$ cat config.mk
export PLATFORM = sky130hd
export DESIGN_NAME = analog_comparator_with_irq_modes_flat
export DESIGN_NICKNAME = d
export VERILOG_FILES = /design/src/hw/rtl/acmp_pkg.sv /design/src/hw/rtl/acmp_if.sv /design/src/hw/rtl/acmp_level_mem.sv /design/src/hw/rtl/acmp_eval.sv /design/src/hw/rtl/analog_comparator_with_irq_modes.sv /design/src/flat_wrapper.sv
export VERILOG_INCLUDE_DIRS = /design/src /design/src/hw/rtl
export SDC_FILE = /design/constraint.sdc
export NUM_CORES = 1
export LEC_CHECK = 0
export ABC_AREA = 1
export BUFFER_PORTS_ARGS = -buffer_cell sky130_fd_sc_hd__buf_2
export CORE_AREA = 10 10 220 222
export CTS_BUF_LIST = sky130_fd_sc_hd__clkbuf_8
export CTS_CLUSTER_DIAMETER = 40
export CTS_CLUSTER_SIZE = 25
export DETAILED_ROUTE_END_ITERATION = 16
export DIE_AREA = 0 0 230 232
export GPL_TIMING_DRIVEN = 0
export SETUP_SLACK_MARGIN = 0.02
export SLEW_MARGIN = 5
export SYNTH_ARGS = -nofsm -noshare
export SYNTH_HDL_FRONTEND = slang
export SYNTH_HIERARCHICAL = 1
export SYNTH_SLANG_ARGS = --single-unit
export TNS_END_PERCENT = 1
$ cat constraint.sdc
create_clock -name clk_i -period 5.6 [get_ports clk_i]
set_input_delay 1.12 -clock clk_i [delete_from_list [all_inputs] [get_ports clk_i]]
set_output_delay 1.12 -clock clk_i [all_outputs]
set_load 0.02 [all_outputs]
$ cat src/hw/rtl/analog_comparator_with_irq_modes_assert.svh
// Assertion macros shared by the comparator RTL.
`ifndef ANALOG_COMPARATOR_WITH_IRQ_MODES_ASSERT_SVH
`define ANALOG_COMPARATOR_WITH_IRQ_MODES_ASSERT_SVH

// Checked at every clock edge outside reset.
`define ACMP_ASSERT(lbl, prop, msg) \
  lbl: assert property (@(posedge clk_i) disable iff (!rst_ni) (prop)) else $error(msg);

// Checked at every clock edge, reset included.
`define ACMP_ASSERT_ALWAYS(lbl, prop, msg) \
  lbl: assert property (@(posedge clk_i) (prop)) else $error(msg);

`endif

$ cat src/hw/rtl/acmp_pkg.sv
`timescale 1ns / 1ps
package acmp_pkg;

  localparam int unsigned MUX_CHANNELS = 8;
  localparam int unsigned AdcDepth     = 16;
  localparam int unsigned AdcAddrW     = $clog2(AdcDepth);
  localparam int unsigned LevelW       = 16;
  localparam int unsigned ChannelW     = 5;
  localparam int unsigned CfgIndexW    = 3;
  localparam int unsigned CfgDataW     = 16;

  localparam logic [ChannelW-1:0] ChAin0    = ChannelW'(0);
  localparam logic [ChannelW-1:0] ChAin1    = ChannelW'(1);
  localparam logic [ChannelW-1:0] ChAdcBase = ChannelW'(2);
  localparam logic [ChannelW-1:0] ChAdcLast = ChannelW'(2 + AdcDepth - 1);
  localparam logic [AdcAddrW:0]   MuxLimit  = (AdcAddrW + 1)'(MUX_CHANNELS);

  typedef enum logic [1:0] {
    REQ_UPDATE = 2'd0,
    REQ_CLEAR  = 2'd1,
    REQ_TICK   = 2'd2,
    REQ_TICK_ALT = 2'd3
  } req_e;

  typedef enum logic [1:0] {
    IRQ_TOGGLE  = 2'd0,
    IRQ_NONE    = 2'd1,
    IRQ_FALLING = 2'd2,
    IRQ_RISING  = 2'd3
  } irq_mode_e;

  typedef enum logic [CfgIndexW-1:0] {
    CFG_COMPARATOR_OFF   = 3'd0,
    CFG_BANDGAP_SELECT   = 3'd1,
    CFG_MUX_ENABLE       = 3'd2,
    CFG_ADC_ENABLED      = 3'd3,
    CFG_ADC_POWERED_DOWN = 3'd4,
    CFG_MUX_SELECT       = 3'd5,
    CFG_IRQ_MODE         = 3'd6,
    CFG_BANDGAP_LEVEL    = 3'd7
  } cfg_idx_e;

  typedef struct packed {
    logic                comparator_off;
    logic                bandgap_select;
    logic                mux_enable;
    logic                adc_enabled;
    logic                adc_powered_down;
    logic [AdcAddrW-1:0] mux_select;
    irq_mode_e           irq_mode;
    logic [LevelW-1:0]   bandgap_level;
  } cfg_t;

  typedef struct packed {
    req_e                req_type;
    logic [ChannelW-1:0] channel;
    logic [LevelW-1:0]   level;
  } item_t;

  typedef struct packed {
    logic comparator_out;
    logic out_changed;
    logic irq_raise;
    logic irq_flag;
  } result_t;

endpackage

$ cat src/hw/rtl/acmp_if.sv
`timescale 1ns / 1ps
interface acmp_in_if;
  logic        valid;
  logic        ready;
  logic [1:0]  req_type;
  logic [4:0]  channel;
  logic [15:0] level;

  modport source (output valid, req_type, channel, level, input ready);
  modport sink (input valid, req_type, channel, level, output ready);
endinterface

interface acmp_out_if;
  logic valid;
  logic ready;
  logic comparator_out;
  logic out_changed;
  logic irq_raise;
  logic irq_flag;

  modport source (output valid, comparator_out, out_changed, irq_raise, irq_flag,
                  input ready);
  modport sink (input valid, comparator_out, out_changed, irq_raise, irq_flag,
                output ready);
endinterface

interface acmp_cfg_if;
  logic        valid;
  logic        ready;
  logic [2:0]  index;
  logic [15:0] data;

  modport source (output valid, index, data, input ready);
  modport sink (input valid, index, data, output ready);
endinterface

$ cat src/hw/rtl/acmp_level_mem.sv
`timescale 1ns / 1ps
module acmp_level_mem
  import acmp_pkg::*;
(
  input  logic                clk_i,
  input  logic                rst_ni,
  input  logic                wr_en_i,
  input  logic [AdcAddrW-1:0] wr_addr_i,
  input  logic [LevelW-1:0]   wr_data_i,
  input  logic [AdcAddrW-1:0] rd_addr_i,
  output logic [LevelW-1:0]   rd_data_o
);

  logic [LevelW-1:0]   mem [AdcDepth];
  logic [AdcDepth-1:0] written_q;
  logic [AdcDepth-1:0] written_d;
  logic [LevelW-1:0]   rd_q;
  logic                rd_vld_q;

  always_comb begin
    written_d = written_q;
    if (wr_en_i) begin
      written_d[wr_addr_i] = 1'b1;
    end
  end

  always_ff @(posedge clk_i) begin
    if (wr_en_i) begin
      mem[wr_addr_i] <= wr_data_i;
    end
    rd_q <= mem[rd_addr_i];
  end

  always_ff @(posedge clk_i or negedge rst_ni) begin
    if (!rst_ni) begin
      written_q <= '0;
      rd_vld_q  <= 1'b0;
    end else begin
      written_q <= written_d;
      rd_vld_q  <= written_q[rd_addr_i];
    end
  end

  // An entry never written reads as its reset level of zero.
  assign rd_data_o = rd_vld_q ? rd_q : '0;

endmodule

$ cat src/hw/rtl/acmp_eval.sv
`timescale 1ns / 1ps
module acmp_eval
  import acmp_pkg::*;
(
  input  logic              clk_i,
  input  logic              rst_ni,
  input  cfg_t              cfg_i,
  input  logic              acc_i,
  input  item_t             item_i,
  input  logic [LevelW-1:0] adc_rd_i,
  output logic              in_ready_o,
  output logic              out_valid_o,
  input  logic              out_ready_i,
  output result_t           result_o
);

  logic              s1_vld_q, s1_vld_d;
  item_t             s1_q;
  logic              s1_adv;
  logic [LevelW-1:0] ain_q [2];
  logic              out_bit_q, flag_q;
  logic              out_vld_q, out_vld_d;
  result_t           res_q;

  logic                is_upd, adc_ch, adc_hit, use_mux, now;
  logic                changed, raised, mode_ok, flag_base, out_bit_n, flag_n;
  logic [ChannelW-1:0] adc_off;
  logic [LevelW-1:0]   ain0_cur, ain1_cur, adc_cur, pos, neg;

  assign s1_adv     = s1_vld_q && (!out_vld_q || out_ready_i);
  assign in_ready_o = !s1_vld_q || s1_adv;

  always_comb begin
    s1_vld_d = s1_vld_q;
    if (in_ready_o) begin
      s1_vld_d = acc_i;
    end
    out_vld_d = out_vld_q;
    if (s1_adv) begin
      out_vld_d = 1'b1;
    end else if (out_ready_i) begin
      out_vld_d = 1'b0;
    end
  end

  always_comb begin
    is_upd   = (s1_q.req_type == REQ_UPDATE);
    adc_ch   = (s1_q.channel >= ChAdcBase) && (s1_q.channel <= ChAdcLast);
    adc_off  = s1_q.channel - ChAdcBase;
    adc_hit  = is_upd && adc_ch && (adc_off[AdcAddrW-1:0] == cfg_i.mux_select);
    ain0_cur = (is_upd && s1_q.channel == ChAin0) ? s1_q.level : ain_q[0];
    ain1_cur = (is_upd && s1_q.channel == ChAin1) ? s1_q.level : ain_q[1];
    adc_cur  = adc_hit ? s1_q.level : adc_rd_i;
    use_mux  = cfg_i.mux_enable && !cfg_i.adc_enabled && !cfg_i.adc_powered_down &&
               ({1'b0, cfg_i.mux_select} < MuxLimit);
    pos      = cfg_i.bandgap_select ? cfg_i.bandgap_level : ain0_cur;
    neg      = use_mux ? adc_cur : ain1_cur;
    now      = (pos > neg);
    changed  = !cfg_i.comparator_off && (now != out_bit_q);
    case (cfg_i.irq_mode)
      IRQ_TOGGLE:  mode_ok = 1'b1;
      IRQ_FALLING: mode_ok = !now;
      IRQ_RISING:  mode_ok = now;
      default:     mode_ok = 1'b0;
    endcase
    raised    = changed && mode_ok;
    flag_base = (s1_q.req_type == REQ_CLEAR) ? 1'b0 : flag_q;
    flag_n    = raised || flag_base;
    out_bit_n = changed ? now : out_bit_q;
  end

  always_ff @(posedge clk_i or negedge rst_ni) begin
    if (!rst_ni) begin
      s1_vld_q  <= 1'b0;
      out_vld_q <= 1'b0;
      out_bit_q <= 1'b0;
      flag_q    <= 1'b0;
      ain_q[0]  <= '0;
      ain_q[1]  <= '0;
    end else begin
      s1_vld_q  <= s1_vld_d;
      out_vld_q <= out_vld_d;
      if (s1_adv) begin
        out_bit_q <= out_bit_n;
        flag_q    <= flag_n;
        ain_q[0]  <= ain0_cur;
        ain_q[1]  <= ain1_cur;
      end
    end
  end

  always_ff @(posedge clk_i) begin
    if (in_ready_o && acc_i) begin
      s1_q <= item_i;
    end
    if (s1_adv) begin
      res_q.comparator_out <= out_bit_n;
      res_q.out_changed    <= changed;
      res_q.irq_raise      <= raised;
      res_q.irq_flag       <= flag_n;
    end
  end

  assign out_valid_o = out_vld_q;
  assign result_o    = res_q;

endmodule

$ cat src/hw/rtl/analog_comparator_with_irq_modes.sv
`timescale 1ns / 1ps
// Analog comparator with selectable interrupt edge. The block takes one item per clock unless
// a result held at the output stalls it, and passes each item through the evaluation stage, then
// the output register, which lets a new item in while a result waits. The sixteen ADC channel
// levels live in a memory that is read every cycle at the selected mux channel; an update to
// that channel still in the evaluation stage is forwarded past the memory. Entries read as zero
// until first written, so no clearing pass follows reset. Configuration writes complete at once.
`include "analog_comparator_with_irq_modes_assert.svh"
module analog_comparator_with_irq_modes
  import acmp_pkg::*;
(
  input  logic        clk_i,
  input  logic        rst_ni,
  acmp_cfg_if.sink    cfg_i,
  acmp_in_if.sink     in_i,
  acmp_out_if.source  out_o
);

  cfg_t                cfg_q, cfg_d;
  item_t               item;
  logic                in_acc, wr_en;
  logic [ChannelW-1:0] wr_off;
  logic [LevelW-1:0]   adc_rd;
  result_t             res;

  assign cfg_i.ready = 1'b1;

  always_comb begin
    cfg_d = cfg_q;
    if (cfg_i.valid) begin
      unique case (cfg_idx_e'(cfg_i.index))
        CFG_COMPARATOR_OFF:   cfg_d.comparator_off   = cfg_i.data[0];
        CFG_BANDGAP_SELECT:   cfg_d.bandgap_select   = cfg_i.data[0];
        CFG_MUX_ENABLE:       cfg_d.mux_enable       = cfg_i.data[0];
        CFG_ADC_ENABLED:      cfg_d.adc_enabled      = cfg_i.data[0];
        CFG_ADC_POWERED_DOWN: cfg_d.adc_powered_down = cfg_i.data[0];
        CFG_MUX_SELECT:       cfg_d.mux_select       = cfg_i.data[AdcAddrW-1:0];
        CFG_IRQ_MODE:         cfg_d.irq_mode         = irq_mode_e'(cfg_i.data[1:0]);
        CFG_BANDGAP_LEVEL:    cfg_d.bandgap_level    = cfg_i.data[LevelW-1:0];
        default:              cfg_d = cfg_q;
      endcase
    end
  end

  always_ff @(posedge clk_i or negedge rst_ni) begin
    if (!rst_ni) begin
      cfg_q <= '0;
    end else begin
      cfg_q <= cfg_d;
    end
  end

  assign item.req_type = req_e'(in_i.req_type);
  assign item.channel  = in_i.channel;
  assign item.level    = in_i.level;
  assign in_acc        = in_i.valid && in_i.ready;

  assign wr_off = in_i.channel - ChAdcBase;
  assign wr_en  = in_acc && (item.req_type == REQ_UPDATE) &&
                  (in_i.channel >= ChAdcBase) && (in_i.channel <= ChAdcLast);

  acmp_level_mem u_mem (
    .clk_i     (clk_i),
    .rst_ni    (rst_ni),
    .wr_en_i   (wr_en),
    .wr_addr_i (wr_off[AdcAddrW-1:0]),
    .wr_data_i (in_i.level),
    .rd_addr_i (cfg_q.mux_select),
    .rd_data_o (adc_rd)
  );

  acmp_eval u_eval (
    .clk_i       (clk_i),
    .rst_ni      (rst_ni),
    .cfg_i       (cfg_q),
    .acc_i       (in_i.valid),
    .item_i      (item),
    .adc_rd_i    (adc_rd),
    .in_ready_o  (in_i.ready),
    .out_valid_o (out_o.valid),
    .out_ready_i (out_o.ready),
    .result_o    (res)
  );

  assign out_o.comparator_out = res.comparator_out;
  assign out_o.out_changed    = res.out_changed;
  assign out_o.irq_raise      = res.irq_raise;
  assign out_o.irq_flag       = res.irq_flag;

  `ACMP_ASSERT(a_raise_needs_edge,
               out_o.valid && out_o.irq_raise |-> out_o.out_changed,
               "interrupt raised without an output edge")
  `ACMP_ASSERT(a_raise_sets_flag,
               out_o.valid && out_o.irq_raise |-> out_o.irq_flag,
               "interrupt raised but flag clear")
  `ACMP_ASSERT(a_off_no_edge,
               out_o.valid && cfg_q.comparator_off |-> !out_o.out_changed,
               "edge reported while comparator is off")
  `ACMP_ASSERT_ALWAYS(a_reset_empty,
                      !rst_ni |=> !out_o.valid,
                      "result pending right after reset")

endmodule

$ cat src/flat_wrapper.sv
// flat-port wrapper written by rule: the top's interface ports become plain ports
module analog_comparator_with_irq_modes_flat import acmp_pkg::*;
  (clk_i, rst_ni, cfg_i_valid, cfg_i_index, cfg_i_data, cfg_i_ready, in_i_valid, in_i_req_type, in_i_channel, in_i_level, in_i_ready, out_o_valid, out_o_comparator_out, out_o_out_changed, out_o_irq_raise, out_o_irq_flag, out_o_ready);
  acmp_cfg_if cfg_i_i ();
  acmp_in_if in_i_i ();
  acmp_out_if out_o_i ();
  input  logic clk_i;
  input  logic rst_ni;
  input wire logic [$bits(cfg_i_i.valid)-1:0] cfg_i_valid;
  input wire logic [$bits(cfg_i_i.index)-1:0] cfg_i_index;
  input wire logic [$bits(cfg_i_i.data)-1:0] cfg_i_data;
  output wire logic [$bits(cfg_i_i.ready)-1:0] cfg_i_ready;
  input wire logic [$bits(in_i_i.valid)-1:0] in_i_valid;
  input wire logic [$bits(in_i_i.req_type)-1:0] in_i_req_type;
  input wire logic [$bits(in_i_i.channel)-1:0] in_i_channel;
  input wire logic [$bits(in_i_i.level)-1:0] in_i_level;
  output wire logic [$bits(in_i_i.ready)-1:0] in_i_ready;
  output wire logic [$bits(out_o_i.valid)-1:0] out_o_valid;
  output wire logic [$bits(out_o_i.comparator_out)-1:0] out_o_comparator_out;
  output wire logic [$bits(out_o_i.out_changed)-1:0] out_o_out_changed;
  output wire logic [$bits(out_o_i.irq_raise)-1:0] out_o_irq_raise;
  output wire logic [$bits(out_o_i.irq_flag)-1:0] out_o_irq_flag;
  input wire logic [$bits(out_o_i.ready)-1:0] out_o_ready;
  assign cfg_i_i.valid = cfg_i_valid;
  assign cfg_i_i.index = cfg_i_index;
  assign cfg_i_i.data = cfg_i_data;
  assign cfg_i_ready = cfg_i_i.ready;
  assign in_i_i.valid = in_i_valid;
  assign in_i_i.req_type = in_i_req_type;
  assign in_i_i.channel = in_i_channel;
  assign in_i_i.level = in_i_level;
  assign in_i_ready = in_i_i.ready;
  assign out_o_valid = out_o_i.valid;
  assign out_o_comparator_out = out_o_i.comparator_out;
  assign out_o_out_changed = out_o_i.out_changed;
  assign out_o_irq_raise = out_o_i.irq_raise;
  assign out_o_irq_flag = out_o_i.irq_flag;
  assign out_o_i.ready = out_o_ready;
  analog_comparator_with_irq_modes u_core (.clk_i(clk_i), .rst_ni(rst_ni), .cfg_i(cfg_i_i), .in_i(in_i_i), .out_o(out_o_i));
endmodule
# Word level (Yosys, flattened, before mapping)
# Memories as Yosys holds them, arrays and structs flattened. A register that Yosys moved wholly into a read port is not among the register bits.
# Cells that the tools add are included.
# Widths: inputs -> output; s select.
# classes
magnitude_cmp	9
n_eq_ne	13
reduce_logical	39
bitwise_logic	1
addsub	2
mux	17
# op_table
op	count
$mux 16	6
$gt 16x16->1	1
$logic_and 1x1->1	16
$or 16x16->16	1
$reduce_and 2->1	8
$eq 3x3->1 const B	4
$ge 5x2->1 const B	2
$le 5x5->1 const B	2
$lt 4x5->1 const B	2
$mux 1	8
$sub 4x2->4 const B	2
$eq 3x2->1 const B	2
$logic_not 1->1	6
$logic_not 2->1	3
$eq 5x1->1 const B	1
$logic_not 5->1	1
$bmux 1 s4	1
$demux 1 s4	1
$eq 2x2->1 const B	2
$eq 4x4->1	1
$ge 4x1->1 const B	1
$lt 4x4->1 const B	1
$eq 3x1->1 const B	1
$logic_not 3->1	1
5 further kinds	7
# word_totals
wordCells	105
mem_count	1
inputBits	47
ff_bits	107
mem_bits_rw	256
# mem_list
memory	depth	width	rd	rd_ports_with_merged_regs	write_ports	line	source
u_core.u_mem.mem	16	16	1	1	1	acmp_level_mem.sv:14	logic [LevelW-1:0] mem [AdcDepth];

# Logic depth before layout (Yosys ltp)
# Gate-level depths: netlist of run 1.
# logic_depth
ltp_word	11
ltp_mapped	29

# Hierarchy
# Netlist of run 1, hierarchy kept.
# modules_own_cells
module	cells_per_inst	seq_area_each_um2	area_each_um2	n_inst
acmp_level_mem	1193	8433.1	12170.4	1
acmp_eval	385	1711.6	3542.1	1
analog_comparator_with_irq_modes	145	675.6	1191.1	1

# Worst setup path before layout of run 1
# OpenSTA, ideal clock, no wires.
# synth_path
path_kind	input port to flip-flop
startpoint	input port out_o_ready
endpoint	memory u_core.u_mem.mem[10][0], enable pin
arrival_time_ns	2.755
path_stages	8
setup_time_ns	0.388
setup_slack_ns	2.457
n_path_buf	0
cell_sequence	inv_1 nand3_1 nand2_1 nor3_1 nand2_1 nor2_1 nand3_1 nor2_1
# synth_via
elab_chain_len	9
# synth_lines
element	line	source
start, declared	flat_wrapper.sv:23	input wire logic [$bits(out_o_i.ready)-1:0] out_o_ready;
$logic_or 1x1->1	acmp_eval.sv:30	assign s1_adv = s1_vld_q && (!out_vld_q || out_ready_i);
$logic_and 1x1->1	acmp_eval.sv:30	
$logic_or 1x1->1	acmp_eval.sv:31	assign in_ready_o = !s1_vld_q || s1_adv;
net in_i_ready	flat_wrapper.sv:17	output wire logic [$bits(in_i_i.ready)-1:0] in_i_ready;
$logic_and 1x1->1	analog_comparator_with_irq_modes.sv:56	assign in_acc = in_i.valid && in_i.ready;
$logic_and 1x1->1 (2 in a row)	analog_comparator_with_irq_modes.sv:59	assign wr_en = in_acc && (item.req_type == REQ_UPDATE) &&
$logic_and 1x1->1	analog_comparator_with_irq_modes.sv:60	(in_i.channel >= ChAdcBase) && (in_i.channel <= ChAdcLast);
net u_core.wr_en	analog_comparator_with_irq_modes.sv:21	logic in_acc, wr_en;
$mux 1	acmp_level_mem.sv:28	if (wr_en_i) begin
$mux 1 (implied by the code)	acmp_level_mem.sv:29	mem[wr_addr_i] <= wr_data_i;
end, declared	acmp_level_mem.sv:14	
# The timed path passes the listed nets, and every way through them passes these cells.

# Worst setup path in the final report of run 1
# layout_path
startpoint	register u_core/cfg_q[21] (netlist bit)
endpoint	register u_core/u_eval/result_o[0] (netlist name)
# layout_via
elab_chain_len	9
elab_cells_between_ends	13
# layout_lines
element	line	source
start, declared	analog_comparator_with_irq_modes.sv:19	cfg_t cfg_q, cfg_d;
start signal, assigned	analog_comparator_with_irq_modes.sv:49	cfg_q <= cfg_d;
branches (longest 3 deep; another with $lt 4x4->1)	-	
$mux 16 (*)	acmp_eval.sv:57	neg = use_mux ? adc_cur : ain1_cur;
$gt 16x16->1 (*)	acmp_eval.sv:58	now = (pos > neg);
$ne 1x1->1 (*)	acmp_eval.sv:59	changed = !cfg_i.comparator_off && (now != out_bit_q);
$logic_and 1x1->1 (*)	acmp_eval.sv:59	
net u_core.u_eval.changed	acmp_eval.sv:26	logic changed, raised, mode_ok, flag_base, out_bit_n, flag_n;
$logic_and 1x1->1 (*)	acmp_eval.sv:66	raised = changed && mode_ok;
$logic_or 1x1->1 (*)	acmp_eval.sv:68	flag_n = raised || flag_base;
net u_core.u_eval.flag_n	acmp_eval.sv:26	
# Mark *: on every way through the listed nets, which the timed path passes.
# A chain may end at the register's enable or synchronous reset.

==> results of run 1 <==
-- sequential cells by signal, indices dropped and copies added (netlist names) --
register                   count
u_core/u_eval/flag_q           1
u_core/cfg_q                  27
u_core/u_eval/out_bit_q        1
u_core/u_eval/result_o         4
u_core/u_mem/mem             256
u_core/u_mem/rd_q             16
u_core/u_eval/ain_q           32
u_core/u_eval/s1_vld_q         1
u_core/u_mem/rd_vld_q          1
u_core/u_eval/s1_q            23
u_core/u_mem/written_q        16
u_core/u_eval/out_valid_o      1
-- worst paths after layout --
check	start	end	slack (ns)
worst max-delay path	u_core/cfg_q[21]	u_core/u_eval/result_o[0]	1.79
worst min-delay path	u_core/u_mem/written_q[5]	u_core/u_mem/written_q[5]	0.46
worst max register to register	u_core/cfg_q[21]	u_core/u_eval/result_o[0]	1.79
worst min register to register	u_core/u_mem/written_q[5]	u_core/u_mem/written_q[5]	0.46
max in group asynchronous	rst_ni	u_core/u_eval/ain_q[30]	4.46
min in group asynchronous	rst_ni	u_core/cfg_q[23]	0.51
-- cell families (layout without fill, tap and decap cells) --
group / after synthesis / in the layout / synth area share [%]
adder cells (fa/ha/maj): 19 / 19 / 1.406
XOR/XNOR: 4 / 4 / 0.2073
multiplexers: 28 / 28 / 1.658
other: 1 / 1 / 0.02218
buffers and inverters: 341 / 500 / 8.187
AO/OA/AOI/OAI: 138 / 138 / 4.463
flip-flops: 379 / 379 / 64.01
AND/OR/NAND/NOR: 813 / 813 / 20.04
-- synthesized netlist by cell type, drive strengths merged, types with 3 or more instances --
cell	number	area share [%]
o21ai	107	3.2
xnor2	3	0.16
nand3	219	6.5
dfrtp	80	12
clkbuf	35	0.78
o22a	14	0.73
dfxtp	16	1.9
nor2	59	1.4
inv	261	5.8
ha	19	1.4
buf	43	1.6
mux2i	28	1.7
nor3	7	0.27
nand2	523	12
nand4	3	0.11
edfxtp	283	50
a21oi	14	0.44
-- layout make-up --
class,instances,share of cell area [%]
Buffer,78,2.032
Clock buffer,53,3.762
Clock inverter,38,2.361
Inverter,263,5.104
Multi-Input combinational cell,1003,24.44
Sequential cell,379,55.80
Tap cell,592,3.820
Timing Repair Buffer,68,2.684
-- report_power, final --
part | switching, mW | leakage, nW | internal, mW
clock | 1.15 | 0.600 | 1.29
combinational | 1.19 | 4.39 | 0.552
sequential | 0.119 | 3.67 | 3.25
-- through the flow --
stage	hold slack (ns)	std cells	power (mW)	util, %
after global routing	0.4799	2474	7.961	44.14
after floorplan	0.4276	1723	4.524	-
final	0.4621	2474	7.561	44.14
after CTS	0.4651	2474	7.606	44.14
after global placement	0.4417	2367	5.120	40.76
after detailed placement	0.4462	2383	5.162	41.44
-- routing by layer --
metal  vias up  share of wire, %  GRT usage, %
li1       5852                 -             -
met1      5926                43         22.46
met2       406                48         29.19
met3        77               6.2         2.761
met4         0               2.4         5.509
met5         -                 0             0
-- worst reg2reg max path: stages (launching register included) --
cell	delay, ns
dfrtp_1	0.44
inv_1	0.13
nand2_1	0.06
nor3_1	0.59
clkbuf_1	0.44
o21ai_1	0.13
o22a_1	0.22
ha_1	0.31
nand2_1	0.09
nor3_1	0.36
nand3_1	0.31
a21oi_1	0.25
nor2_2	0.06
nand2_1	0.09
nand2_1	0.08
==> flow_metrics.env, run 1 <==
export IMPL_period_needed_ns=3.806
export IMPL_wl_mm=46.45
export IMPL_fin_nets=1908
export IMPL_place_area_sq_um=18210
export IMPL_post_cts_buffers=0
export IMPL_drcViolationCount=0
export IMPL_tns_ns=0
export IMPL_cp_top_family="simple AND/OR/NAND/NOR gates"
export IMPL_synth_yosys_seq_area_share_pct=64.01
export IMPL_worstMarginPinSlew_ns=0.9333
export IMPL_hold_viol_final=0
export IMPL_seqCellArea_sq_um=10820
export IMPL_whs_path_depth=2
export IMPL_path_clk_slew_ns=0.08
export IMPL_clkSinkCount=379
export IMPL_p_leak_nw=8.665
export IMPL_dpl_hpwl_mm=32.47
export IMPL_die_h_um=232
export IMPL_post_cts_resized=0
export IMPL_critPathKind="reg2reg"
export IMPL_place_ws_ns=1.777
export IMPL_layout_commonest_cell="nand2_1"
export IMPL_dieWidth_um=230
export IMPL_start_util_pct=38.48
export IMPL_rows=77
export IMPL_hold_buffers=0
export IMPL_fillerInstances=4253
export IMPL_synth_seq_cells=379
export IMPL_synth_edf_count=283
export IMPL_yosys_warnings=6
export IMPL_insertion_delay_ns=0.63
export IMPL_io_pins=54
export IMPL_synthCells=1723
export IMPL_setup_ws_ns=1.794
export IMPL_syn_avg_cell_area_sq_um=9.811
export IMPL_setup_viol_count_final=0
export IMPL_cts_root_buf="clkbuf_8"
export IMPL_multi_input_area_sq_um=4740
export IMPL_first_iter_violations=1036
export IMPL_syn_to_final_growth_pct=14.72
export IMPL_cp_common_cell="nand2_1"
export IMPL_drive_above_1_share_pct=11.90
export IMPL_grt_max_degree=43
export IMPL_diodes=0
export IMPL_io_buffers=52
export IMPL_cp_arrival_ns=4.16
export IMPL_place_gp_congestion=0.8405
export IMPL_p_per_area_nw_per_um2=389.9
export IMPL_critPathBufInv=2
export IMPL_rsz0062_at_grt="no"
export IMPL_ys_types=36
export IMPL_antenna_found_initial=0
export IMPL_numCtsBuffers=49
export IMPL_vias=12260
export IMPL_max_stage_delay_ns=0.59
export IMPL_postRouteAntennaNets=0
export IMPL_worst_path_stages=14
export IMPL_stdcell_area_sq_um=19390
export IMPL_netlist_area_sq_um=16900
export IMPL_rr_worst_depth=14
export IMPL_path_cells="inv_1 -> nand2_1 -> nor3_1 -> clkbuf_1 -> o21ai_1 -> o22a_1 -> ha_1 -> nand2_1 -> nor3_1 -> nand3_1 -> a21oi_1 -> nor2_2 -> nand2_1 -> nand2_1"
export IMPL_firstDrtPassIters=5
export IMPL_async_reset_ff_share_pct=21.11
export IMPL_cp_data_required_time_ns=5.95
export IMPL_finalClockSkew_ns=0.03080
export IMPL_grt_pass1_wl_mm=71.32
export IMPL_status="finished, final reports clean"
export IMPL_yosys_most_used_dff="edfxtp_1"
export IMPL_cts_max_path_buffers=3
export IMPL_startpoint_type="flop"
export IMPL_die_area_sq_um=53360
export IMPL_globalRouteOverflowTotal=0
export IMPL_slowest_stage="nor3_1"
export IMPL_slew_headroom_pct=37.71
export IMPL_slew_viol_final=0
export IMPL_grt_pass1_vias=12020
export IMPL_drv_cap=0
export IMPL_worstPathMaxFanout=10
export IMPL_max_freq_mhz=262.8
export IMPL_core_area_sq_um=43930
export IMPL_layout_common_cells="nand2_1 (520), edfxtp_1 (283), inv_1 (259), nand3_1 (219), o21ai_0 (93)"
export IMPL_via_per_inst=4.956
export IMPL_period_share_pct=67.96
export IMPL_cts_max_level=2
export IMPL_groute_usage_overall_pct=17.32
export IMPL_ir_worst_vdd_v=0.0002169
export IMPL_crit_path_end_kind="flop"
export IMPL_cts_tree="done"
export IMPL_detail_route_wl_per_cell_um=18.77
export IMPL_syn_nets=1789
export IMPL_hold_class="reg2reg"
(Power assumes the default switching activity.)
==> inputs of run 2 (changes only) <==
clock period = 4 ns   (was 5.6 ns; I/O delays follow)
==> flow_metrics.env, run 2 (same netlist as run 1, synthesis figures left out) <==
export IMPL_cp_arrival_ns=4.03
export IMPL_max_stage_delay_ns=0.42
export IMPL_p_leak_nw=8.667
export IMPL_layout_commonest_cell="nand2_1"
export IMPL_hold_buffers=0
export IMPL_power_mw=10.59
export IMPL_rows=77
export IMPL_groute_usage_overall_pct=17.32
export IMPL_startpoint_type="flop"
export IMPL_rsz0062_at_grt="no"
export IMPL_sw_frac_of_total_pct=32.62
export IMPL_top_regs="u_core/u_mem/mem (256), u_core/u_eval/ain_q (32), u_core/cfg_q (27)"
export IMPL_slew_viol_final=0
export IMPL_crit_path_end_kind="flop"
export IMPL_first_iter_violations=1001
export IMPL_p_per_area_nw_per_um2=546.2
export IMPL_tns_ns=0
export IMPL_regMostFlops="u_core/u_mem/mem"
export IMPL_vias=12300
export IMPL_setup_viol_count_final=0
export IMPL_finalClockSkew_ns=0.03139
export IMPL_cts_max_path_buffers=3
export IMPL_rrSetupSlack_ns=0.32
export IMPL_antenna_found_initial=0
export IMPL_post_cts_buffers=0
export IMPL_rr_worst_depth=18
export IMPL_cts_tree="done"
export IMPL_die_area_sq_um=53360
export IMPL_cts_max_level=2
export IMPL_dieWidth_um=230
export IMPL_layout_common_cells="nand2_1 (520), edfxtp_1 (283), inv_1 (259), nand3_1 (219), o21ai_0 (93)"
export IMPL_place_gp_congestion=0.8405
export IMPL_hold_class="in2async"
export IMPL_timing_rr_start="u_core/u_eval/s1_q[17]"
export IMPL_insertion_delay_ns=0.63
export IMPL_cts_root_buf="clkbuf_8"
export IMPL_worstPathMaxFanout=10
export IMPL_diodes=0
export IMPL_postRouteAntennaNets=0
export IMPL_cp_common_cell="nand2_1"
export IMPL_dpl_hpwl_mm=32.47
export IMPL_pwr_share_seq_pct=44.6
export IMPL_clkPwrFrac_pct=32.3
export IMPL_combinationalPowerShare_pct=23.1
export IMPL_clkSinkCount=379
export IMPL_start_util_pct=38.48
export IMPL_wl_mm=46.50
export IMPL_max_freq_mhz=271.6
export IMPL_largest_reg_flops=256
export IMPL_grt_pass1_wl_mm=71.32
export IMPL_io_pins=54
export IMPL_drv_cap=0
export IMPL_post_cts_resized=0
export IMPL_io_buffers=52
export IMPL_hold_viol_final=0
export IMPL_path_clk_slew_ns=0.08
export IMPL_via_per_inst=4.970
export IMPL_path_cells="inv_1 -> ha_1 -> xnor2_1 -> or2_1 -> a21oi_2 -> nand2_4 -> inv_4 -> buf_6 -> nor2_1 -> o22a_1 -> ha_1 -> nand2_1 -> nor3_1 -> nand3_1 -> a21oi_1 -> nor2_2 -> nand2_1 -> nand2_1"
export IMPL_slowest_stage="edfxtp_1"
export IMPL_internal_power_mw=7.138
export IMPL_fin_nets=1908
export IMPL_globalRouteOverflowTotal=0
export IMPL_worstMarginPinSlew_ns=0.9427
export IMPL_cp_data_required_time_ns=4.35
export IMPL_drcViolationCount=0
export IMPL_power_switching_mw=3.456
export IMPL_grt_max_degree=43
export IMPL_numCtsBuffers=49
export IMPL_syn_to_final_growth_pct=14.75
export IMPL_firstDrtPassIters=5
export IMPL_detail_route_wl_per_cell_um=18.80
export IMPL_r2r_end="u_core/u_eval/result_o[0]"
export IMPL_grt_pass1_vias=12020
export IMPL_period_share_pct=92.05
export IMPL_slew_headroom_pct=37.09
export IMPL_core_area_sq_um=43930
export IMPL_die_h_um=232
export IMPL_status="finished, final reports clean"
export IMPL_critPathKind="reg2reg"
export IMPL_period_needed_ns=3.682
export IMPL_ir_worst_vdd_v=0.0003023
export IMPL_drive_above_1_share_pct=11.96
## run 2: cell counts in the layout (fill, tap and decap cells not counted)
No cell type changed its count.
## run 2: how the worst max path moves through the flow
stage	slack, ns	depth (start not counted)	start	end
floorplan	0.94	18	u_core/u_eval/s1_q[17]	u_core/u_eval/result_o[0]
finish	0.32	18	u_core/u_eval/s1_q[17]	u_core/u_eval/result_o[0]
global route	0.08	22	u_core/u_eval/s1_q[17]	u_core/u_eval/flag_q
global placement	0.06	9	in_i_channel[1]	u_core/u_mem/mem[4][5]
detailed placement	0.18	14	u_core/cfg_q[21]	u_core/u_eval/result_o[0]
CTS	0.15	14	u_core/cfg_q[21]	u_core/u_eval/result_o[0]
## run 2: layer usage
layer | share of wire, % | vias to the layer above | global-route usage (%)
li1 | - | 5850 | -
met1 | 43 | 5929 | 22.46
met2 | 48 | 428 | 29.19
met3 | 6.5 | 88 | 2.761
met4 | 2.5 | 0 | 5.509
met5 | 0 | - | 0
## run 2: layout make-up
| class | instances | area (sq um) |
|---|---|---|
| multi-input cells | 1003 | 4745 |
| flip-flops and latches | 379 | 10820 |
| inverters | 263 | 989.7 |
| clock buffers | 53 | 729.5 |
| plain buffers | 78 | 394.1 |
| repair buffers | 68 | 520.5 |
| well taps | 592 | 740.7 |
| fillers | 4253 | 24530 |
| clock inverters | 38 | 457.9 |
## run 2: power by group through the flow
stage                     Sequential, mW  Clock, mW  Combinational [mW]
final                               4.72       3.42                2.45
after floorplan                     4.78          0                1.56
after detailed placement            4.80          0                2.42
after global routing                4.75       3.67                2.72
after global placement              4.79          0                2.37
after CTS                           4.72       3.49                2.44
## run 2: worst max-delay path, delay by kind of cell (launching register included)
family	cells	cell delay, ns
XOR/XNOR	1	0.14
buffers and inverters	3	0.33
flip-flops	1	0.42
AND/OR/NAND/NOR	9	1.39
adder cells (fa/ha/maj)	2	0.54
AO/OA/AOI/OAI	3	0.63
## run 2: per-stage QoR
stage	util [%]	hold slack [ns]	instances	worst slack [ns]	instance area, sq um
after floorplan	-	0.4276	1723	0.9426	16900
after global placement	40.76	0.4417	2367	0.06089	17900
after detailed placement	41.44	0.4462	2383	0.1774	18210
after CTS	44.14	0.1767	2474	0.1472	19390
after global routing	44.15	0.2049	2474	0.07587	19400
final	44.15	0.1980	2474	0.3181	19400
==> inputs of run 3 (changes only) <==
RECOVER_POWER = 50   (was default)
==> flow_metrics.env, run 3 (same netlist as run 1, synthesis figures left out) <==
export IMPL_power_mw=10.59
export IMPL_layout_common_cells="nand2_1 (520), edfxtp_1 (283), inv_1 (259), nand3_1 (219), o21ai_0 (93)"
export IMPL_rsz0062_at_grt="no"
export IMPL_sw_frac_of_total_pct=32.62
export IMPL_postRouteAntennaNets=0
export IMPL_diodes=0
export IMPL_fin_nets=1908
export IMPL_path_cells="inv_1 -> ha_1 -> xnor2_1 -> or2_1 -> a21oi_2 -> nand2_4 -> inv_4 -> buf_6 -> nor2_1 -> o22a_1 -> ha_1 -> nand2_1 -> nor3_1 -> nand3_1 -> a21oi_1 -> nor2_2 -> nand2_1 -> nand2_1"
export IMPL_firstDrtPassIters=6
export IMPL_via_per_inst=4.973
export IMPL_dieWidth_um=230
export IMPL_placed_cells=2383
export IMPL_first_iter_violations=1040
export IMPL_post_cts_buffers=0
export IMPL_multi_input_area_sq_um=4737
export IMPL_insertion_delay_ns=0.63
export IMPL_tns_ns=0
export IMPL_cp_top_family="simple AND/OR/NAND/NOR gates"
export IMPL_fillerInstances=4262
export IMPL_top_regs="u_core/u_mem/mem (256), u_core/u_eval/ain_q (32), u_core/cfg_q (27)"
export IMPL_setup_viol_count_final=0
export IMPL_slew_headroom_pct=-59.49
export IMPL_place_ws_ns=0.1774
export IMPL_die_area_sq_um=53360
export IMPL_status="finished with violations"
export IMPL_detail_route_wl_per_cell_um=18.83
export IMPL_globalRouteOverflowTotal=0
export IMPL_slew_viol_final=43
export IMPL_hold_viol_final=0
export IMPL_setup_ws_ns=0.3219
export IMPL_pwr_share_seq_pct=44.6
export IMPL_grt_pass1_vias=12020
export IMPL_ir_worst_vdd_v=0.0003081
export IMPL_core_area_sq_um=43930
export IMPL_violations="max-capacitance violations, max-slew violations"
export IMPL_rows=77
export IMPL_crit_path_end_kind="flop"
export IMPL_power_switching_mw=3.453
export IMPL_fin_cells=2474
export IMPL_max_stage_delay_ns=0.42
export IMPL_cp_common_cell="nand2_1"
export IMPL_hold_class="in2reg"
export IMPL_cp_data_required_time_ns=4.35
export IMPL_worstPathMaxFanout=10
export IMPL_period_share_pct=91.95
export IMPL_numCtsBuffers=49
export IMPL_largest_reg_flops=256
export IMPL_cts_root_buf="clkbuf_8"
export IMPL_drive_above_1_share_pct=10.57
export IMPL_grt_max_degree=43
export IMPL_timing_rr_start="u_core/u_eval/s1_q[17]"
export IMPL_clkSinkCount=379
export IMPL_die_h_um=232
export IMPL_dpl_hpwl_mm=32.47
export IMPL_layout_commonest_cell="nand2_1"
export IMPL_cp_arrival_ns=4.02
export IMPL_combinationalPowerShare_pct=23.0
export IMPL_hold_ws_ns=0.3921
export IMPL_drv_cap=1
export IMPL_finalClockSkew_ns=0.03123
export IMPL_io_pins=54
export IMPL_start_util_pct=38.48
export IMPL_slowest_stage="edfxtp_1"
export IMPL_antenna_found_initial=0
export IMPL_max_freq_mhz=271.9
export IMPL_hold_start="cfg_i_data[7]"
export IMPL_startpoint_type="flop"
export IMPL_critPathKind="reg2reg"
export IMPL_p_per_area_nw_per_um2=547.4
export IMPL_wl_mm=46.58
export IMPL_seqCellArea_sq_um=10820
export IMPL_cts_max_path_buffers=3
export IMPL_crit_start="u_core/u_eval/s1_q[17]"
export IMPL_cts_max_level=2
export IMPL_internal_power_mw=7.134
export IMPL_vias=12300
export IMPL_critPathBufInv=3
export IMPL_clkPwrFrac_pct=32.3
export IMPL_cts_tree="done"
export IMPL_grt_pass1_wl_mm=71.32
export IMPL_period_needed_ns=3.678
export IMPL_path_clk_slew_ns=0.07
export IMPL_worstMarginPinSlew_ns=2.392
export IMPL_io_buffers=52
export IMPL_drcViolationCount=0
export IMPL_place_gp_congestion=0.8405
export IMPL_syn_to_final_growth_pct=14.42
export IMPL_groute_usage_overall_pct=17.32
export IMPL_p_leak_nw=8.592
export IMPL_regMostFlops="u_core/u_mem/mem"
run 3: cell count changes in the layout (fill, tap and decap cells not counted):
cell	delta
buf_2	-24
buf_12	-1
clkbuf_2	+1
clkbuf_1	+25
nor2_4	-1
buf_4	-1
nor2_1	+1
run 3: power groups by stage:
stage               sequential (mW)  combinational (mW)  clock (mW)
floorplan                      4.78                1.56           0
global placement               4.79                2.37           0
detailed placement             4.80                2.42           0
CTS                            4.72                2.44        3.49
global route                   4.76                2.71        3.67
finish                         4.72                2.44        3.42
run 3: cell type report:
cell class              count  area share [%]
flip-flops and latches    379           55.95
inverters                 263           5.117
plain buffers              78           2.038
clock buffers              53           3.772
multi-input cells        1003           24.49
clock inverters            38           2.368
repair buffers             68           2.439
well taps                 592           3.830
run 3: path summary, 6_finish.rpt:
kind	to	slack [ns]	cells after the start
max	u_core/u_eval/result_o[0]	0.32	18
min	u_core/cfg_q[7]	0.39	3
max reg2reg	u_core/u_eval/result_o[0]	0.32	18
min reg2reg	u_core/u_mem/written_q[5]	0.46	2
max in group asynchronous	u_core/u_eval/ain_q[30]	1.07	2
min in group asynchronous	u_core/cfg_q[22]	0.92	1
run 3: metal layers:
metal  global-route usage [%]  part of all wire (%)  vias to the layer above  wire, um
met5                        0                     0                        -         0
met4                    5.509                   2.4                        0      1134
met2                    29.19                    48                      465     22380
met1                    22.46                    43                     5911     20060
li1                         -                     -                     5849         -
met3                    2.761                   6.5                       78      3008
run 3: tightest hold or removal path, cell delays in order:
cell and delay [ns]:
buf_2 0.07, nand2_1 0.04, nand2_1 0.05
run 3: per-stage QoR:
step	area, sq um	util (%)
floorplan	16900	-
global placement	17900	40.76
detailed placement	18210	41.44
CTS	19390	44.14
global route	19340	44.02
finish	19340	44.02
run 3: timing repair:
action	4_1_cts	5_1_grt
resized for setup	0	1
endpoints found under the setup margin	0	3
hold buffers	0	0
